===== config.mk =====
export PLATFORM = sky130hd
export DESIGN_NAME = golden_section_minimizer_flat
export DESIGN_NICKNAME = d
export VERILOG_FILES = /design/src/hdl/gsm_pkg.sv /design/src/hdl/gsm_req_if.sv /design/src/hdl/gsm_rsp_if.sv /design/src/hdl/gsm_dp.sv /design/src/hdl/gsm_ctrl.sv /design/src/hdl/golden_section_minimizer.sv /design/src/flat_wrapper.sv
export VERILOG_INCLUDE_DIRS = /design/src /design/src/hdl
export SDC_FILE = /design/constraint.sdc
export NUM_CORES = 2
export LEC_CHECK = 0
export ABC_AREA = 1
export CELL_PAD_IN_SITES_DETAIL_PLACEMENT = 2
export CELL_PAD_IN_SITES_GLOBAL_PLACEMENT = 2
export CORE_AREA = 2 2 434 436
export DETAILED_ROUTE_END_ITERATION = 6
export DIE_AREA = 0 0 436 438
export DONT_BUFFER_PORTS = 1
export GPL_TIMING_DRIVEN = 1
export PLACE_DENSITY = 0.89
export SLEW_MARGIN = 25
export SYNTH_ARGS = -nofsm -noshare
export SYNTH_HDL_FRONTEND = slang
export SYNTH_HIERARCHICAL = 1
export SYNTH_SLANG_ARGS = --single-unit

===== constraint.sdc =====
create_clock -name clock -period 30.9 [get_ports clock]
set_input_delay 7.725 -clock clock [delete_from_list [all_inputs] [get_ports clock]]
set_output_delay 7.725 -clock clock [all_outputs]
set_load 0.005 [all_outputs]

===== src/hdl/golden_section_minimizer_macros.svh =====
// ----------------------------------------------------------------------------
// golden section minimizer assertion macros
// concurrent assertion wrappers, empty when synthesising
// ----------------------------------------------------------------------------
`ifndef GOLDEN_SECTION_MINIMIZER_MACROS_SVH
`define GOLDEN_SECTION_MINIMIZER_MACROS_SVH

`ifndef SYNTHESIS

`define GSM_ASSERT(label, clk, rst, prop, msg) \
   label: assert property (@(posedge clk) disable iff (rst) prop) else $error(msg);

`define GSM_ASSERT_NEVER(label, clk, rst, cond, msg) \
   label: assert property (@(posedge clk) disable iff (rst) !(cond)) else $error(msg);

`else

`define GSM_ASSERT(label, clk, rst, prop, msg)

`define GSM_ASSERT_NEVER(label, clk, rst, cond, msg)

`endif

`endif


===== src/hdl/gsm_pkg.sv =====
// ----------------------------------------------------------------------------
// gsm_pkg
// shared types, codes and constants of the golden section minimizer
// ----------------------------------------------------------------------------
`default_nettype none

package gsm_pkg;

   // signed q16.16 words, tolerance is an unsigned q0.32 word of the same width
   localparam int WORD_W      = 32;
   localparam int COUNT_W     = 16;
   localparam int CSR_INDEX_W = 2;

   typedef logic signed [WORD_W-1:0] word_type;

   localparam word_type WORD_MAX = {1'b0, {(WORD_W-1){1'b1}}};
   localparam word_type WORD_MIN = {1'b1, {(WORD_W-1){1'b0}}};

   // golden ratio constants, unsigned q0.32, sum is one
   localparam logic [WORD_W-1:0] GOLD_R = 32'd2654435769;
   localparam logic [WORD_W-1:0] GOLD_C = 32'd1640531527;

   localparam logic [CSR_INDEX_W-1:0] CSR_BRACKET_LOW  = 2'd0;
   localparam logic [CSR_INDEX_W-1:0] CSR_BRACKET_MID  = 2'd1;
   localparam logic [CSR_INDEX_W-1:0] CSR_BRACKET_HIGH = 2'd2;
   localparam logic [CSR_INDEX_W-1:0] CSR_TOLERANCE    = 2'd3;

   localparam logic OP_START = 1'b0;
   localparam logic OP_VALUE = 1'b1;

   // operand and destination selection for one golden mix
   localparam logic [1:0] MODE_START_R = 2'd0;
   localparam logic [1:0] MODE_START_L = 2'd1;
   localparam logic [1:0] MODE_SIDE0   = 2'd2;
   localparam logic [1:0] MODE_SIDE1   = 2'd3;

   typedef struct packed {
      logic       start_load;
      logic       idle_value;
      logic       take_f1;
      logic       take_f2;
      logic       take_step;
      logic       side;
      logic       mul_tol;
      logic       mul_p;
      logic       check_tol;
      logic       step_begin;
      logic       mul_q;
      logic       mix;
      logic       load_rsp;
      logic [1:0] mode;
   } gsm_cmd_type;

   typedef struct packed {
      logic right_wider;
      logic f2_below_f1;
   } gsm_status_type;

endpackage

`default_nettype wire


===== src/hdl/gsm_req_if.sv =====
// ----------------------------------------------------------------------------
// gsm_req_if
// request channel: opcode and returned function value
// ----------------------------------------------------------------------------
`default_nettype none

interface gsm_req_if import gsm_pkg::*; ();

   logic     valid;
   logic     ready;
   logic     opcode;
   word_type function_value;

   modport source (output valid, output opcode, output function_value, input ready);
   modport sink   (input valid, input opcode, input function_value, output ready);

endinterface

`default_nettype wire


===== src/hdl/gsm_rsp_if.sv =====
// ----------------------------------------------------------------------------
// gsm_rsp_if
// response channel: next probe point and step status
// ----------------------------------------------------------------------------
`default_nettype none

interface gsm_rsp_if import gsm_pkg::*; ();

   logic               valid;
   logic               ready;
   word_type           probe_point;
   word_type           step_value;
   logic               step_valid;
   logic               tolerance_reached;
   logic [COUNT_W-1:0] eval_total;

   modport source (output valid, output probe_point, output step_value, output step_valid,
                   output tolerance_reached, output eval_total, input ready);
   modport sink   (input valid, input probe_point, input step_value, input step_valid,
                   input tolerance_reached, input eval_total, output ready);

endinterface

`default_nettype wire


===== src/hdl/gsm_dp.sv =====
// ----------------------------------------------------------------------------
// gsm_dp
// datapath: bracket registers, search points, shared multiplier, result register
// ----------------------------------------------------------------------------
`default_nettype none

module gsm_dp import gsm_pkg::*; (
   input  logic                   clock,
   input  logic                   reset,
   input  logic                   csr_we,
   input  logic [CSR_INDEX_W-1:0] csr_index,
   input  logic [WORD_W-1:0]      csr_wdata,
   input  word_type               function_value,
   input  gsm_cmd_type            cmd,
   output gsm_status_type         status,
   output word_type               probe_point,
   output word_type               step_value,
   output logic                   step_valid,
   output logic                   tolerance_reached,
   output logic [COUNT_W-1:0]     eval_total
);

   localparam logic [COUNT_W-1:0] TOL_MIN_STEPS = 16'd2;
   localparam logic [COUNT_W-1:0] COUNT_MAX     = '1;

   function automatic logic [WORD_W-1:0] magnitude(input word_type x);
      return x[WORD_W-1] ? WORD_W'(-x) : WORD_W'(x);
   endfunction

   function automatic logic [WORD_W:0] distance(input word_type x, input word_type y);
      logic signed [WORD_W:0] d;
      d = $signed({x[WORD_W-1], x}) - $signed({y[WORD_W-1], y});
      return d[WORD_W] ? (WORD_W+1)'(-d) : (WORD_W+1)'(d);
   endfunction

   // nearest, ties away from zero
   function automatic logic signed [WORD_W:0] round_scale(input logic [2*WORD_W-1:0] prod,
                                                         input logic neg);
      logic [WORD_W:0] r;
      r = {1'b0, prod[2*WORD_W-1:WORD_W]} + {{WORD_W{1'b0}}, prod[WORD_W-1]};
      return neg ? -$signed(r) : $signed(r);
   endfunction

   word_type               bracket_low_ff, bracket_low_in;
   word_type               bracket_mid_ff, bracket_mid_in;
   word_type               bracket_high_ff, bracket_high_in;
   logic [WORD_W-1:0]      tol_ff, tol_in;

   word_type               outer_left_ff, outer_left_in;
   word_type               inner_left_ff, inner_left_in;
   word_type               inner_right_ff, inner_right_in;
   word_type               outer_right_ff, outer_right_in;
   word_type               value_left_ff, value_left_in;
   word_type               value_right_ff, value_right_in;
   logic [COUNT_W-1:0]     count_ff, count_in;

   logic [WORD_W:0]        lo_ff, lo_in;
   logic [WORD_W:0]        dist_ff, dist_in;
   logic [2*WORD_W-1:0]    prod_ff, prod_in;
   logic                   sign_p_ff, sign_p_in;
   logic                   sign_q_ff, sign_q_in;
   logic signed [WORD_W:0] sp_ff, sp_in;

   word_type               res_probe_ff, res_probe_in;
   word_type               res_value_ff, res_value_in;
   logic                   res_valid_ff, res_valid_in;
   logic                   res_tol_ff, res_tol_in;

   word_type               rsp_probe_ff, rsp_probe_in;
   word_type               rsp_value_ff, rsp_value_in;
   logic                   rsp_step_ff, rsp_step_in;
   logic                   rsp_tol_ff, rsp_tol_in;
   logic [COUNT_W-1:0]     rsp_count_ff, rsp_count_in;

   word_type               op_p, op_q;
   logic [WORD_W-1:0]      mul_a, mul_b;
   logic signed [WORD_W:0] sq;
   logic signed [WORD_W+1:0] mix_sum;
   word_type               mix_word;
   logic [WORD_W:0]        tol_rhs;

   assign status.right_wider = distance(bracket_high_ff, bracket_mid_ff) >
                               distance(bracket_mid_ff, bracket_low_ff);
   assign status.f2_below_f1 = value_right_ff < value_left_ff;

   // configuration
   always_comb begin
      bracket_low_in  = bracket_low_ff;
      bracket_mid_in  = bracket_mid_ff;
      bracket_high_in = bracket_high_ff;
      tol_in          = tol_ff;
      if (csr_we) begin
         case (csr_index)
            CSR_BRACKET_LOW:  bracket_low_in  = csr_wdata;
            CSR_BRACKET_MID:  bracket_mid_in  = csr_wdata;
            CSR_BRACKET_HIGH: bracket_high_in = csr_wdata;
            CSR_TOLERANCE:    tol_in          = csr_wdata;
            default:          tol_in          = tol_ff;
         endcase
      end
   end

   always_comb begin
      case (cmd.mode)
         MODE_START_R: begin
            op_p = inner_left_ff;
            op_q = outer_right_ff;
         end
         MODE_START_L: begin
            op_p = inner_right_ff;
            op_q = outer_left_ff;
         end
         MODE_SIDE0: begin
            op_p = inner_right_ff;
            op_q = outer_right_ff;
         end
         MODE_SIDE1: begin
            op_p = inner_left_ff;
            op_q = outer_left_ff;
         end
         default: begin
            op_p = '0;
            op_q = '0;
         end
      endcase
   end

   // shared multiplier
   always_comb begin
      if (cmd.mul_tol) begin
         mul_a = lo_ff[WORD_W-1:0];
         mul_b = tol_ff;
      end else if (cmd.mul_p) begin
         mul_a = magnitude(op_p);
         mul_b = GOLD_R;
      end else if (cmd.mul_q) begin
         mul_a = magnitude(op_q);
         mul_b = GOLD_C;
      end else begin
         mul_a = '0;
         mul_b = '0;
      end
      prod_in = mul_a * mul_b;
   end

   always_comb begin
      sq      = round_scale(prod_ff, sign_q_ff);
      mix_sum = $signed({sp_ff[WORD_W], sp_ff}) + $signed({sq[WORD_W], sq});
      if (mix_sum > $signed({2'b00, WORD_MAX})) begin
         mix_word = WORD_MAX;
      end else if (mix_sum < $signed({2'b11, WORD_MIN})) begin
         mix_word = WORD_MIN;
      end else begin
         mix_word = mix_sum[WORD_W-1:0];
      end
      tol_rhs = lo_ff[WORD_W] ? {1'b0, tol_ff} : {1'b0, prod_ff[2*WORD_W-1:WORD_W]};
   end

   always_comb begin
      outer_left_in  = outer_left_ff;
      inner_left_in  = inner_left_ff;
      inner_right_in = inner_right_ff;
      outer_right_in = outer_right_ff;
      value_left_in  = value_left_ff;
      value_right_in = value_right_ff;
      count_in       = count_ff;
      lo_in          = lo_ff;
      dist_in        = dist_ff;
      sign_p_in      = sign_p_ff;
      sign_q_in      = sign_q_ff;
      sp_in          = sp_ff;
      res_probe_in   = res_probe_ff;
      res_value_in   = res_value_ff;
      res_valid_in   = res_valid_ff;
      res_tol_in     = res_tol_ff;

      if (cmd.start_load) begin
         outer_left_in  = bracket_low_ff;
         outer_right_in = bracket_high_ff;
         if (status.right_wider) begin
            inner_left_in = bracket_mid_ff;
         end else begin
            inner_right_in = bracket_mid_ff;
         end
         count_in     = '0;
         res_value_in = '0;
         res_valid_in = 1'b0;
         res_tol_in   = 1'b0;
      end

      if (cmd.idle_value) begin
         res_probe_in = '0;
         res_value_in = '0;
         res_valid_in = 1'b0;
         res_tol_in   = 1'b0;
      end

      if (cmd.take_f1) begin
         value_left_in = function_value;
         res_probe_in  = inner_right_ff;
         res_value_in  = '0;
         res_valid_in  = 1'b0;
         res_tol_in    = 1'b0;
      end

      if (cmd.take_f2) begin
         value_right_in = function_value;
         res_value_in   = '0;
         res_valid_in   = 1'b0;
         res_tol_in     = 1'b0;
      end

      if (cmd.take_step) begin
         if (cmd.side) begin
            value_right_in = value_left_ff;
            value_left_in  = function_value;
         end else begin
            value_left_in  = value_right_ff;
            value_right_in = function_value;
         end
         lo_in        = {1'b0, magnitude(inner_left_ff)} + {1'b0, magnitude(inner_right_ff)};
         dist_in      = distance(outer_right_ff, outer_left_ff);
         res_value_in = function_value;
         res_valid_in = 1'b1;
         res_tol_in   = 1'b0;
      end

      if (cmd.mul_p) begin
         sign_p_in = op_p[WORD_W-1];
         if (cmd.check_tol) begin
            res_tol_in = (count_ff > TOL_MIN_STEPS) && (dist_ff <= tol_rhs);
         end
         if (cmd.step_begin && count_ff != COUNT_MAX) begin
            count_in = count_ff + 1'b1;
         end
      end

      if (cmd.mul_q) begin
         sp_in     = round_scale(prod_ff, sign_p_ff);
         sign_q_in = op_q[WORD_W-1];
      end

      if (cmd.mix) begin
         res_probe_in = mix_word;
         case (cmd.mode)
            MODE_START_R: begin
               inner_right_in = mix_word;
               res_probe_in   = inner_left_ff;
            end
            MODE_START_L: begin
               inner_left_in = mix_word;
            end
            MODE_SIDE0: begin
               outer_left_in  = inner_left_ff;
               inner_left_in  = inner_right_ff;
               inner_right_in = mix_word;
            end
            MODE_SIDE1: begin
               outer_right_in = inner_right_ff;
               inner_right_in = inner_left_ff;
               inner_left_in  = mix_word;
            end
            default: begin
               res_probe_in = mix_word;
            end
         endcase
      end
   end

   always_comb begin
      rsp_probe_in = rsp_probe_ff;
      rsp_value_in = rsp_value_ff;
      rsp_step_in  = rsp_step_ff;
      rsp_tol_in   = rsp_tol_ff;
      rsp_count_in = rsp_count_ff;
      if (cmd.load_rsp) begin
         rsp_probe_in = res_probe_ff;
         rsp_value_in = res_value_ff;
         rsp_step_in  = res_valid_ff;
         rsp_tol_in   = res_tol_ff;
         rsp_count_in = count_ff;
      end
   end

   always_ff @(posedge clock) begin
      if (reset) begin
         bracket_low_ff  <= '0;
         bracket_mid_ff  <= '0;
         bracket_high_ff <= '0;
         tol_ff          <= '0;
         count_ff        <= '0;
      end else begin
         bracket_low_ff  <= bracket_low_in;
         bracket_mid_ff  <= bracket_mid_in;
         bracket_high_ff <= bracket_high_in;
         tol_ff          <= tol_in;
         count_ff        <= count_in;
      end
   end

   always_ff @(posedge clock) begin
      outer_left_ff  <= outer_left_in;
      inner_left_ff  <= inner_left_in;
      inner_right_ff <= inner_right_in;
      outer_right_ff <= outer_right_in;
      value_left_ff  <= value_left_in;
      value_right_ff <= value_right_in;
      lo_ff          <= lo_in;
      dist_ff        <= dist_in;
      prod_ff        <= prod_in;
      sign_p_ff      <= sign_p_in;
      sign_q_ff      <= sign_q_in;
      sp_ff          <= sp_in;
      res_probe_ff   <= res_probe_in;
      res_value_ff   <= res_value_in;
      res_valid_ff   <= res_valid_in;
      res_tol_ff     <= res_tol_in;
      rsp_probe_ff   <= rsp_probe_in;
      rsp_value_ff   <= rsp_value_in;
      rsp_step_ff    <= rsp_step_in;
      rsp_tol_ff     <= rsp_tol_in;
      rsp_count_ff   <= rsp_count_in;
   end

   assign probe_point       = rsp_probe_ff;
   assign step_value        = rsp_value_ff;
   assign step_valid        = rsp_step_ff;
   assign tolerance_reached = rsp_tol_ff;
   assign eval_total        = rsp_count_ff;

endmodule

`default_nettype wire


===== src/hdl/gsm_ctrl.sv =====
// ----------------------------------------------------------------------------
// gsm_ctrl
// controller: search phase, step sequencing and response handshake
// ----------------------------------------------------------------------------
`default_nettype none

`include "golden_section_minimizer_macros.svh"

module gsm_ctrl import gsm_pkg::*; (
   input  logic           clock,
   input  logic           reset,
   input  logic           req_valid,
   output logic           req_ready,
   input  logic           req_opcode,
   output logic           rsp_valid,
   input  logic           rsp_ready,
   input  gsm_status_type status,
   output gsm_cmd_type    cmd
);

   localparam logic [2:0] ST_IDLE  = 3'd0;
   localparam logic [2:0] ST_TOL   = 3'd1;
   localparam logic [2:0] ST_MUL_P = 3'd2;
   localparam logic [2:0] ST_MUL_Q = 3'd3;
   localparam logic [2:0] ST_MIX   = 3'd4;
   localparam logic [2:0] ST_DONE  = 3'd5;

   localparam logic [1:0] PH_IDLE        = 2'd0;
   localparam logic [1:0] PH_AWAIT_F1    = 2'd1;
   localparam logic [1:0] PH_AWAIT_F2    = 2'd2;
   localparam logic [1:0] PH_AWAIT_PROBE = 2'd3;

   logic [2:0] state_ff, state_in;
   logic [1:0] phase_ff, phase_in;
   logic [1:0] mode_ff, mode_in;
   logic       pending_side_ff, pending_side_in;
   logic       step_ff, step_in;
   logic       check_ff, check_in;
   logic       rsp_valid_ff, rsp_valid_in;

   always_comb begin
      state_in        = state_ff;
      phase_in        = phase_ff;
      mode_in         = mode_ff;
      pending_side_in = pending_side_ff;
      step_in         = step_ff;
      check_in        = check_ff;
      rsp_valid_in    = rsp_valid_ff && !rsp_ready;
      cmd             = '0;
      cmd.mode        = mode_ff;
      cmd.side        = pending_side_ff;

      case (state_ff)
         ST_IDLE: begin
            if (req_valid) begin
               if (req_opcode == OP_START) begin
                  cmd.start_load = 1'b1;
                  mode_in  = status.right_wider ? MODE_START_R : MODE_START_L;
                  step_in  = 1'b0;
                  check_in = 1'b0;
                  phase_in = PH_AWAIT_F1;
                  state_in = ST_MUL_P;
               end else begin
                  case (phase_ff)
                     PH_AWAIT_F1: begin
                        cmd.take_f1 = 1'b1;
                        phase_in    = PH_AWAIT_F2;
                        state_in    = ST_DONE;
                     end
                     PH_AWAIT_F2: begin
                        cmd.take_f2 = 1'b1;
                        step_in     = 1'b1;
                        check_in    = 1'b0;
                        phase_in    = PH_AWAIT_PROBE;
                        state_in    = ST_MUL_P;
                     end
                     PH_AWAIT_PROBE: begin
                        cmd.take_step = 1'b1;
                        step_in       = 1'b1;
                        check_in      = 1'b1;
                        state_in      = ST_TOL;
                     end
                     default: begin
                        cmd.idle_value = 1'b1;
                        state_in       = ST_DONE;
                     end
                  endcase
               end
            end
         end
         ST_TOL: begin
            cmd.mul_tol = 1'b1;
            state_in    = ST_MUL_P;
         end
         ST_MUL_P: begin
            cmd.mul_p      = 1'b1;
            cmd.check_tol  = check_ff;
            cmd.step_begin = step_ff;
            if (step_ff) begin
               cmd.mode        = status.f2_below_f1 ? MODE_SIDE0 : MODE_SIDE1;
               pending_side_in = !status.f2_below_f1;
            end
            mode_in  = cmd.mode;
            state_in = ST_MUL_Q;
         end
         ST_MUL_Q: begin
            cmd.mul_q = 1'b1;
            state_in  = ST_MIX;
         end
         ST_MIX: begin
            cmd.mix  = 1'b1;
            state_in = ST_DONE;
         end
         ST_DONE: begin
            if (!rsp_valid_ff || rsp_ready) begin
               cmd.load_rsp = 1'b1;
               rsp_valid_in = 1'b1;
               state_in     = ST_IDLE;
            end
         end
         default: begin
            state_in = ST_IDLE;
         end
      endcase
   end

   always_ff @(posedge clock) begin
      if (reset) begin
         state_ff        <= ST_IDLE;
         phase_ff        <= PH_IDLE;
         mode_ff         <= MODE_START_R;
         pending_side_ff <= 1'b0;
         step_ff         <= 1'b0;
         check_ff        <= 1'b0;
         rsp_valid_ff    <= 1'b0;
      end else begin
         state_ff        <= state_in;
         phase_ff        <= phase_in;
         mode_ff         <= mode_in;
         pending_side_ff <= pending_side_in;
         step_ff         <= step_in;
         check_ff        <= check_in;
         rsp_valid_ff    <= rsp_valid_in;
      end
   end

   assign req_ready = (state_ff == ST_IDLE);
   assign rsp_valid = rsp_valid_ff;

   `GSM_ASSERT(a_start_arms, clock, reset, (state_ff == ST_IDLE && req_valid && req_opcode == OP_START) |=> (phase_ff == PH_AWAIT_F1), "start transaction did not arm the first probe")

   `GSM_ASSERT(a_mix_sequence, clock, reset, (state_ff == ST_MUL_P) |=> (state_ff == ST_MUL_Q) ##1 (state_ff == ST_MIX), "golden mix sequence broken")

   `GSM_ASSERT(a_side_matches, clock, reset, (state_ff == ST_MUL_Q && step_ff) |-> (pending_side_ff == (mode_ff == MODE_SIDE1)), "pending side disagrees with mix mode")

   `GSM_ASSERT(a_done_drains, clock, reset, (state_ff == ST_DONE && !rsp_valid_ff) |=> (state_ff == ST_IDLE && rsp_valid_ff), "finished transaction not handed to response register")

   `GSM_ASSERT_NEVER(a_check_needs_step, clock, reset, check_ff && !step_ff && state_ff != ST_IDLE, "tolerance check outside a search step")

endmodule

`default_nettype wire


===== src/hdl/golden_section_minimizer.sv =====
// ----------------------------------------------------------------------------
// golden_section_minimizer
// golden section search over an externally evaluated function, q16.16
// ----------------------------------------------------------------------------
//
//   channel   dir   handshake              payload
//   req_ch    in    valid/ready            opcode, function_value
//   rsp_ch    out   valid/ready            probe_point, step_value, step_valid,
//                                          tolerance_reached, eval_total
//   csr_*     in    write enable, no wait  csr_index, csr_wdata
//
// a value before a search or the first value goes straight to the done state; a start or
// the second value runs both golden products and the mix, every further value the
// tolerance product first; all share the single 32x32 multiplier, one at a time.
// synchronous reset clears the controller, step counter, bracket and tolerance registers.
// a new transaction is accepted while a result still waits on rsp_ch; the next
// result waits until the response register is free.
// ----------------------------------------------------------------------------
`default_nettype none

module golden_section_minimizer import gsm_pkg::*; (
   input  logic                   clock,
   input  logic                   reset,
   gsm_req_if.sink                req_ch,
   gsm_rsp_if.source              rsp_ch,
   input  logic                   csr_we,
   input  logic [CSR_INDEX_W-1:0] csr_index,
   input  logic [WORD_W-1:0]      csr_wdata
);

   gsm_cmd_type    cmd;
   gsm_status_type status;

   gsm_ctrl u_ctrl (
      .clock      (clock),
      .reset      (reset),
      .req_valid  (req_ch.valid),
      .req_ready  (req_ch.ready),
      .req_opcode (req_ch.opcode),
      .rsp_valid  (rsp_ch.valid),
      .rsp_ready  (rsp_ch.ready),
      .status     (status),
      .cmd        (cmd)
   );

   gsm_dp u_dp (
      .clock             (clock),
      .reset             (reset),
      .csr_we            (csr_we),
      .csr_index         (csr_index),
      .csr_wdata         (csr_wdata),
      .function_value    (req_ch.function_value),
      .cmd               (cmd),
      .status            (status),
      .probe_point       (rsp_ch.probe_point),
      .step_value        (rsp_ch.step_value),
      .step_valid        (rsp_ch.step_valid),
      .tolerance_reached (rsp_ch.tolerance_reached),
      .eval_total        (rsp_ch.eval_total)
   );

endmodule

`default_nettype wire


===== src/flat_wrapper.sv =====
// flat-port wrapper written by rule: the top's interface ports become plain ports
module golden_section_minimizer_flat import gsm_pkg::*;
  (clock, reset, csr_we, csr_index, csr_wdata, req_ch_valid, req_ch_opcode, req_ch_function_value, req_ch_ready, rsp_ch_valid, rsp_ch_probe_point, rsp_ch_step_value, rsp_ch_step_valid, rsp_ch_tolerance_reached, rsp_ch_eval_total, rsp_ch_ready);
  gsm_req_if req_ch_i ();
  gsm_rsp_if rsp_ch_i ();
  input  logic clock;
  input  logic reset;
  input  logic csr_we;
  input  logic [CSR_INDEX_W-1:0] csr_index;
  input  logic [WORD_W-1:0] csr_wdata;
  input wire logic [$bits(req_ch_i.valid)-1:0] req_ch_valid;
  input wire logic [$bits(req_ch_i.opcode)-1:0] req_ch_opcode;
  input wire logic [$bits(req_ch_i.function_value)-1:0] req_ch_function_value;
  output wire logic [$bits(req_ch_i.ready)-1:0] req_ch_ready;
  output wire logic [$bits(rsp_ch_i.valid)-1:0] rsp_ch_valid;
  output wire logic [$bits(rsp_ch_i.probe_point)-1:0] rsp_ch_probe_point;
  output wire logic [$bits(rsp_ch_i.step_value)-1:0] rsp_ch_step_value;
  output wire logic [$bits(rsp_ch_i.step_valid)-1:0] rsp_ch_step_valid;
  output wire logic [$bits(rsp_ch_i.tolerance_reached)-1:0] rsp_ch_tolerance_reached;
  output wire logic [$bits(rsp_ch_i.eval_total)-1:0] rsp_ch_eval_total;
  input wire logic [$bits(rsp_ch_i.ready)-1:0] rsp_ch_ready;
  assign req_ch_i.valid = req_ch_valid;
  assign req_ch_i.opcode = req_ch_opcode;
  assign req_ch_i.function_value = req_ch_function_value;
  assign req_ch_ready = req_ch_i.ready;
  assign rsp_ch_valid = rsp_ch_i.valid;
  assign rsp_ch_probe_point = rsp_ch_i.probe_point;
  assign rsp_ch_step_value = rsp_ch_i.step_value;
  assign rsp_ch_step_valid = rsp_ch_i.step_valid;
  assign rsp_ch_tolerance_reached = rsp_ch_i.tolerance_reached;
  assign rsp_ch_eval_total = rsp_ch_i.eval_total;
  assign rsp_ch_i.ready = rsp_ch_ready;
  golden_section_minimizer u_core (.clock(clock), .reset(reset), .req_ch(req_ch_i), .rsp_ch(rsp_ch_i), .csr_we(csr_we), .csr_index(csr_index), .csr_wdata(csr_wdata));
endmodule

# Word-level counts from Yosys, hierarchy flattened
# Cells that the tools add are included.
# Widths: inputs -> output; s select.
# word_totals
word_cells,206
latch_bits,0
ramBits,0
inputBits,72
regBits,660
mem_bits_ro,0
out_inout_bits,84
mem_count,0
# op_classes
order_cmp,6
n_addsub,15
shifts,0
mul,1
bitwise,0
reduce_logical,32
eq_ne,21
muxes,97
n_div,0
# ops
op,count
$mux 32,40
$pmux 32 s2,4
$mux 33,4
$neg 33->33,4
$neg 32->32,4
$sub 32x32->33,3
$mul 32x32->64,1
$mux 16,3
$add 33x33->34,1
$gt 34x32->1 const B,1
$lt 34x32->1 const B,1
$add 32x1->33,1
$add 32x32->33,1
$gt 33x33->1,1
$le 33x32->1,1
$lt 32x32->1,1
$mux 31,1
$mux 1,28
$pmux 3 s6,1
$add 16x1->16 const B,1
$gt 16x2->1 const B,1
$ne 16x16->1 const B,1
$eq 2x2->1 const B,6
$mux 3,4
25 further kinds,58

# Depth between registers and ports, before layout
# logic_depth
ltp_word,13
ltp_mapped,67
depth_no_buf,63

# Modules after synthesis
# Netlist, hierarchy kept.
# modules_own_cells
module,area_per_inst_um2,instances,cells_each
gsm_dp,79239.7,1,10756
gsm_ctrl,611.8,1,98

# Worst setup path after synthesis
# Ideal clock, no wire load.
# synth_path
path_kind,input to register
startpoint,input rsp_ch_ready
endpoint,"register u_core.u_dp.rsp_count_ff[0] (netlist: u_core/u_dp/eval_total[0]), enable pin"
arrival_time_ns,11.757
slack_ns,18.593
stages,2
setup_ns,0.550
path_buffers,0
cell_sequence,inv_1 a21oi_1
# synth_lines
item,line,rtl
"start, declared",flat_wrapper.sv:21,input wire logic [$bits(rsp_ch_i.ready)-1:0] rsp_ch_ready;
"end signal, assigned",gsm_dp.sv:322,rsp_count_ff <= rsp_count_in;
"end, declared",gsm_dp.sv:73,"logic [COUNT_W-1:0] rsp_count_ff, rsp_count_in;"

==> summary.txt <==
Status = finished, violations left
Failing checks = design-rule violations, max-capacitance violations, max-slew violations
R2R Setup Slk = 15.99 ns
Number of port buffers = 0
Antenna violations before repair = 104
Vias per cell = 6.53
Num Clock Sinks = 629
Clk root buf = clkbuf_16
Total wire length = 502 mm
Syn_area_per_cell = 7.36 um^2
Area delta synth->final = 7.16%
Top_reg_cell synth = dfxtp_1
Max Cap Viol = 3
Final Max Slew Viols = 6
Crit path capture type = register
Post-synthesis sequential area ratio = 19.7%
Final hold vios = 0
Share of layout cells above drive strength 1 = 5.38%
Cell variety after synth = 72
Synthesized area = 79900 um^2
Worst hold endpoint = u_core/u_dp/probe_point[25]$_DFFE_PP_
FFs w/ async S/R, synth = 0%
Resized Gates After CTS = 0
DRT iter0 DRCs = 11000
Maximum clock frequency = 0.0671 GHz
Pin count of the biggest net entering global routing = 111
Nets@finish = 12200
Commonest cells after routing, fill and taps aside = nand2_1, inv_1, nor2_1
Die height = 438 um
Clock tree from TritonCTS = yes
EDFF count, synth = 311
Die Wd = 436 um
Hold Buf Count CTS = 0
Reg-to-reg critical path startpoint = u_core/u_dp/value_left_ff[19]$_DFFE_PP_
Total GRT Usage = 51.3%
Actual slew at the worst max-slew pin = 1.95 ns
Row cnt = 159
Syn_nets = 12400
Tcrit/Tclk final = 48.3%
Vias = 87300
Crit-path slowest cell = fa_1
TNS Setup = 0 ns
Final HPWL DP = 372 mm
CP Data Arrival Time = 15.56 ns
Hold path depth = 0
WL per Instance = 37.5 um
Crit path launch type = register
Class of the worst hold path = register to register
Syn Inst Count = 10900
Clock H-tree levels = 3
Vias in the first global route = 95300
DRC viols = 149
Initial Util = 42.8%
Max-slew headroom = -31.1%
Tmin final = 14.91 ns
Die ar. = 191000 um^2
First-pass GRT wire length = 700 mm
Worst clock skew = 0.0501 ns
Core ar. = 187000 um^2
Post-CTS Setup Inserts = 0
DRT Pass-1 Iters = 7
CTS clk-pin slew, worst paths = 0.06 ns
Yosys warnings = 6
RD Place Congestion = 1.06
Hold path start = u_core/u_dp/res_probe_ff[25]$_DFFE_PP_
Final-report setup violation count = 0
FF-to-FF path depth = 53
Max stage delay on crit path = 0.77 ns
Worst Path Class, Setup = register to register
WP data required = 31.55 ns
Most common cell after layout, fill and taps aside = nand2_1
Io pins = 156
Routed Antenna Nets = 0
CTS buffer count = 76
Flops & latches, synth = 629
CTS max path bufs = 3
Worst Path Max Fanout = 63
Reg2reg end = u_core/u_dp/prod_ff[48]$_DFF_P_
Grt ovf = 0
Clk_lat worst skew = 0.74 ns
Unrepaired setup endpoints after global routing = no
[synth_stat cells (47+ instances only)]
| library cell | number | area, um^2 |
|---|---|---|
| nor3_1 | 106 | 531 |
| dfxtp_1 | 318 | 6370 |
| fa_1 | 900 | 18000 |
| xnor2_1 | 57 | 499 |
| clkbuf_1 | 266 | 998 |
| xor2_1 | 209 | 1830 |
| nand4_1 | 134 | 838 |
| or2_2 | 47 | 294 |
| nor2_1 | 1207 | 4530 |
| nand3_1 | 488 | 2440 |
| ha_1 | 533 | 6670 |
| o21ai_1 | 55 | 275 |
| buf_2 | 81 | 405 |
| a21oi_1 | 827 | 4140 |
| nand2_1 | 2263 | 8490 |
| o21ai_0 | 694 | 3470 |
| edfxtp_1 | 311 | 9340 |
| nor2_2 | 53 | 332 |
| inv_1 | 1861 | 6990 |
[per-stage QoR]
stage / instance area (um^2) / hold slack [ns] / utilization [%] / worst slack, ns / cells
final: 85600 / 0.417 / 45.9 / 15.99 / 13400
after global routing: 85500 / 0.422 / 45.8 / 15.91 / 13300
after CTS: 85200 / 0.418 / 45.6 / 16.79 / 13200
after detailed placement: 82600 / 0.406 / 44.3 / 16.99 / 13100
after global placement: 82600 / 0.400 / 44.2 / 18.17 / 13100
after floorplan: 79900 / 0.400 / - / 18.59 / 10900
[logic make-up after synthesis]
kind of cell / Yosys count / share of synthesized area, %
adder cells (fa/ha/maj): 1433 / 30.9
flip-flops: 629 / 19.7
XOR/XNOR: 268 / 2.96
buffers and inverters: 2314 / 11.2
AO/OA/AOI/OAI: 1748 / 11.6
AND/OR/NAND/NOR: 4430 / 23.2
multiplexers: 32 / 0.451
[how the worst max path moves through the flow]
stage	startpoint	end
after floorplan	rsp_ch_ready	u_core/u_dp/eval_total[0]$_DFFE_PP_
after detailed placement	u_core/u_dp/value_left_ff[19]$_DFFE_PP_	u_core/u_dp/prod_ff[48]$_DFF_P_
after global placement	u_core/u_dp/value_left_ff[17]$_DFFE_PP_	u_core/u_dp/prod_ff[48]$_DFF_P_
after global routing	u_core/u_dp/value_left_ff[19]$_DFFE_PP_	u_core/u_dp/prod_ff[56]$_DFF_P_
after CTS	u_core/u_dp/value_left_ff[19]$_DFFE_PP_	u_core/u_dp/prod_ff[56]$_DFF_P_
final	u_core/u_dp/value_left_ff[19]$_DFFE_PP_	u_core/u_dp/prod_ff[48]$_DFF_P_
[worst max-delay path, delay by kind of cell (launching register included)]
family / cells / cell delay [ns]
xor gates and xnor gates: 1 / 0.13
adders and majority gates: 11 / 5.45
and+or+nand+nor: 16 / 3.28
DFF: 1 / 0.40
buffers and inverters: 15 / 2.99
AOI/OAI and AO/OA: 10 / 2.46
[registers in the layout, indices dropped and copies added, names as in the netlist, 33 cells and up]
signal / flops
u_core/u_dp/prod_ff: 33
u_core/u_dp/sp_ff: 33
u_core/u_dp/dist_ff: 33
u_core/u_dp/lo_ff: 33
[metal layers]
layer  GRT usage (%)  up-vias  wire length, um
met4            46.2       54            56100
met2            77.7     6583           216000
met3            20.7     3075            60800
li1                -    34100                -
met1            54.7    43500           167000
met5            5.88        -             1050
[area by class of cell]
cell class              instances  area [um^2]
fillers                     21800       101000
multi-input cells            7911        55400
flip-flops and latches        629        15700
inverters                    1923         7230
well taps                    2495         3120
clock buffers                  94         2040
repair buffers                154         1180
clock inverters                42          557
diodes                        126          315
Power is left out: the tool's default activity adds up to more than one toggle a clock period on the data nets, which glitch-free logic cannot reach.
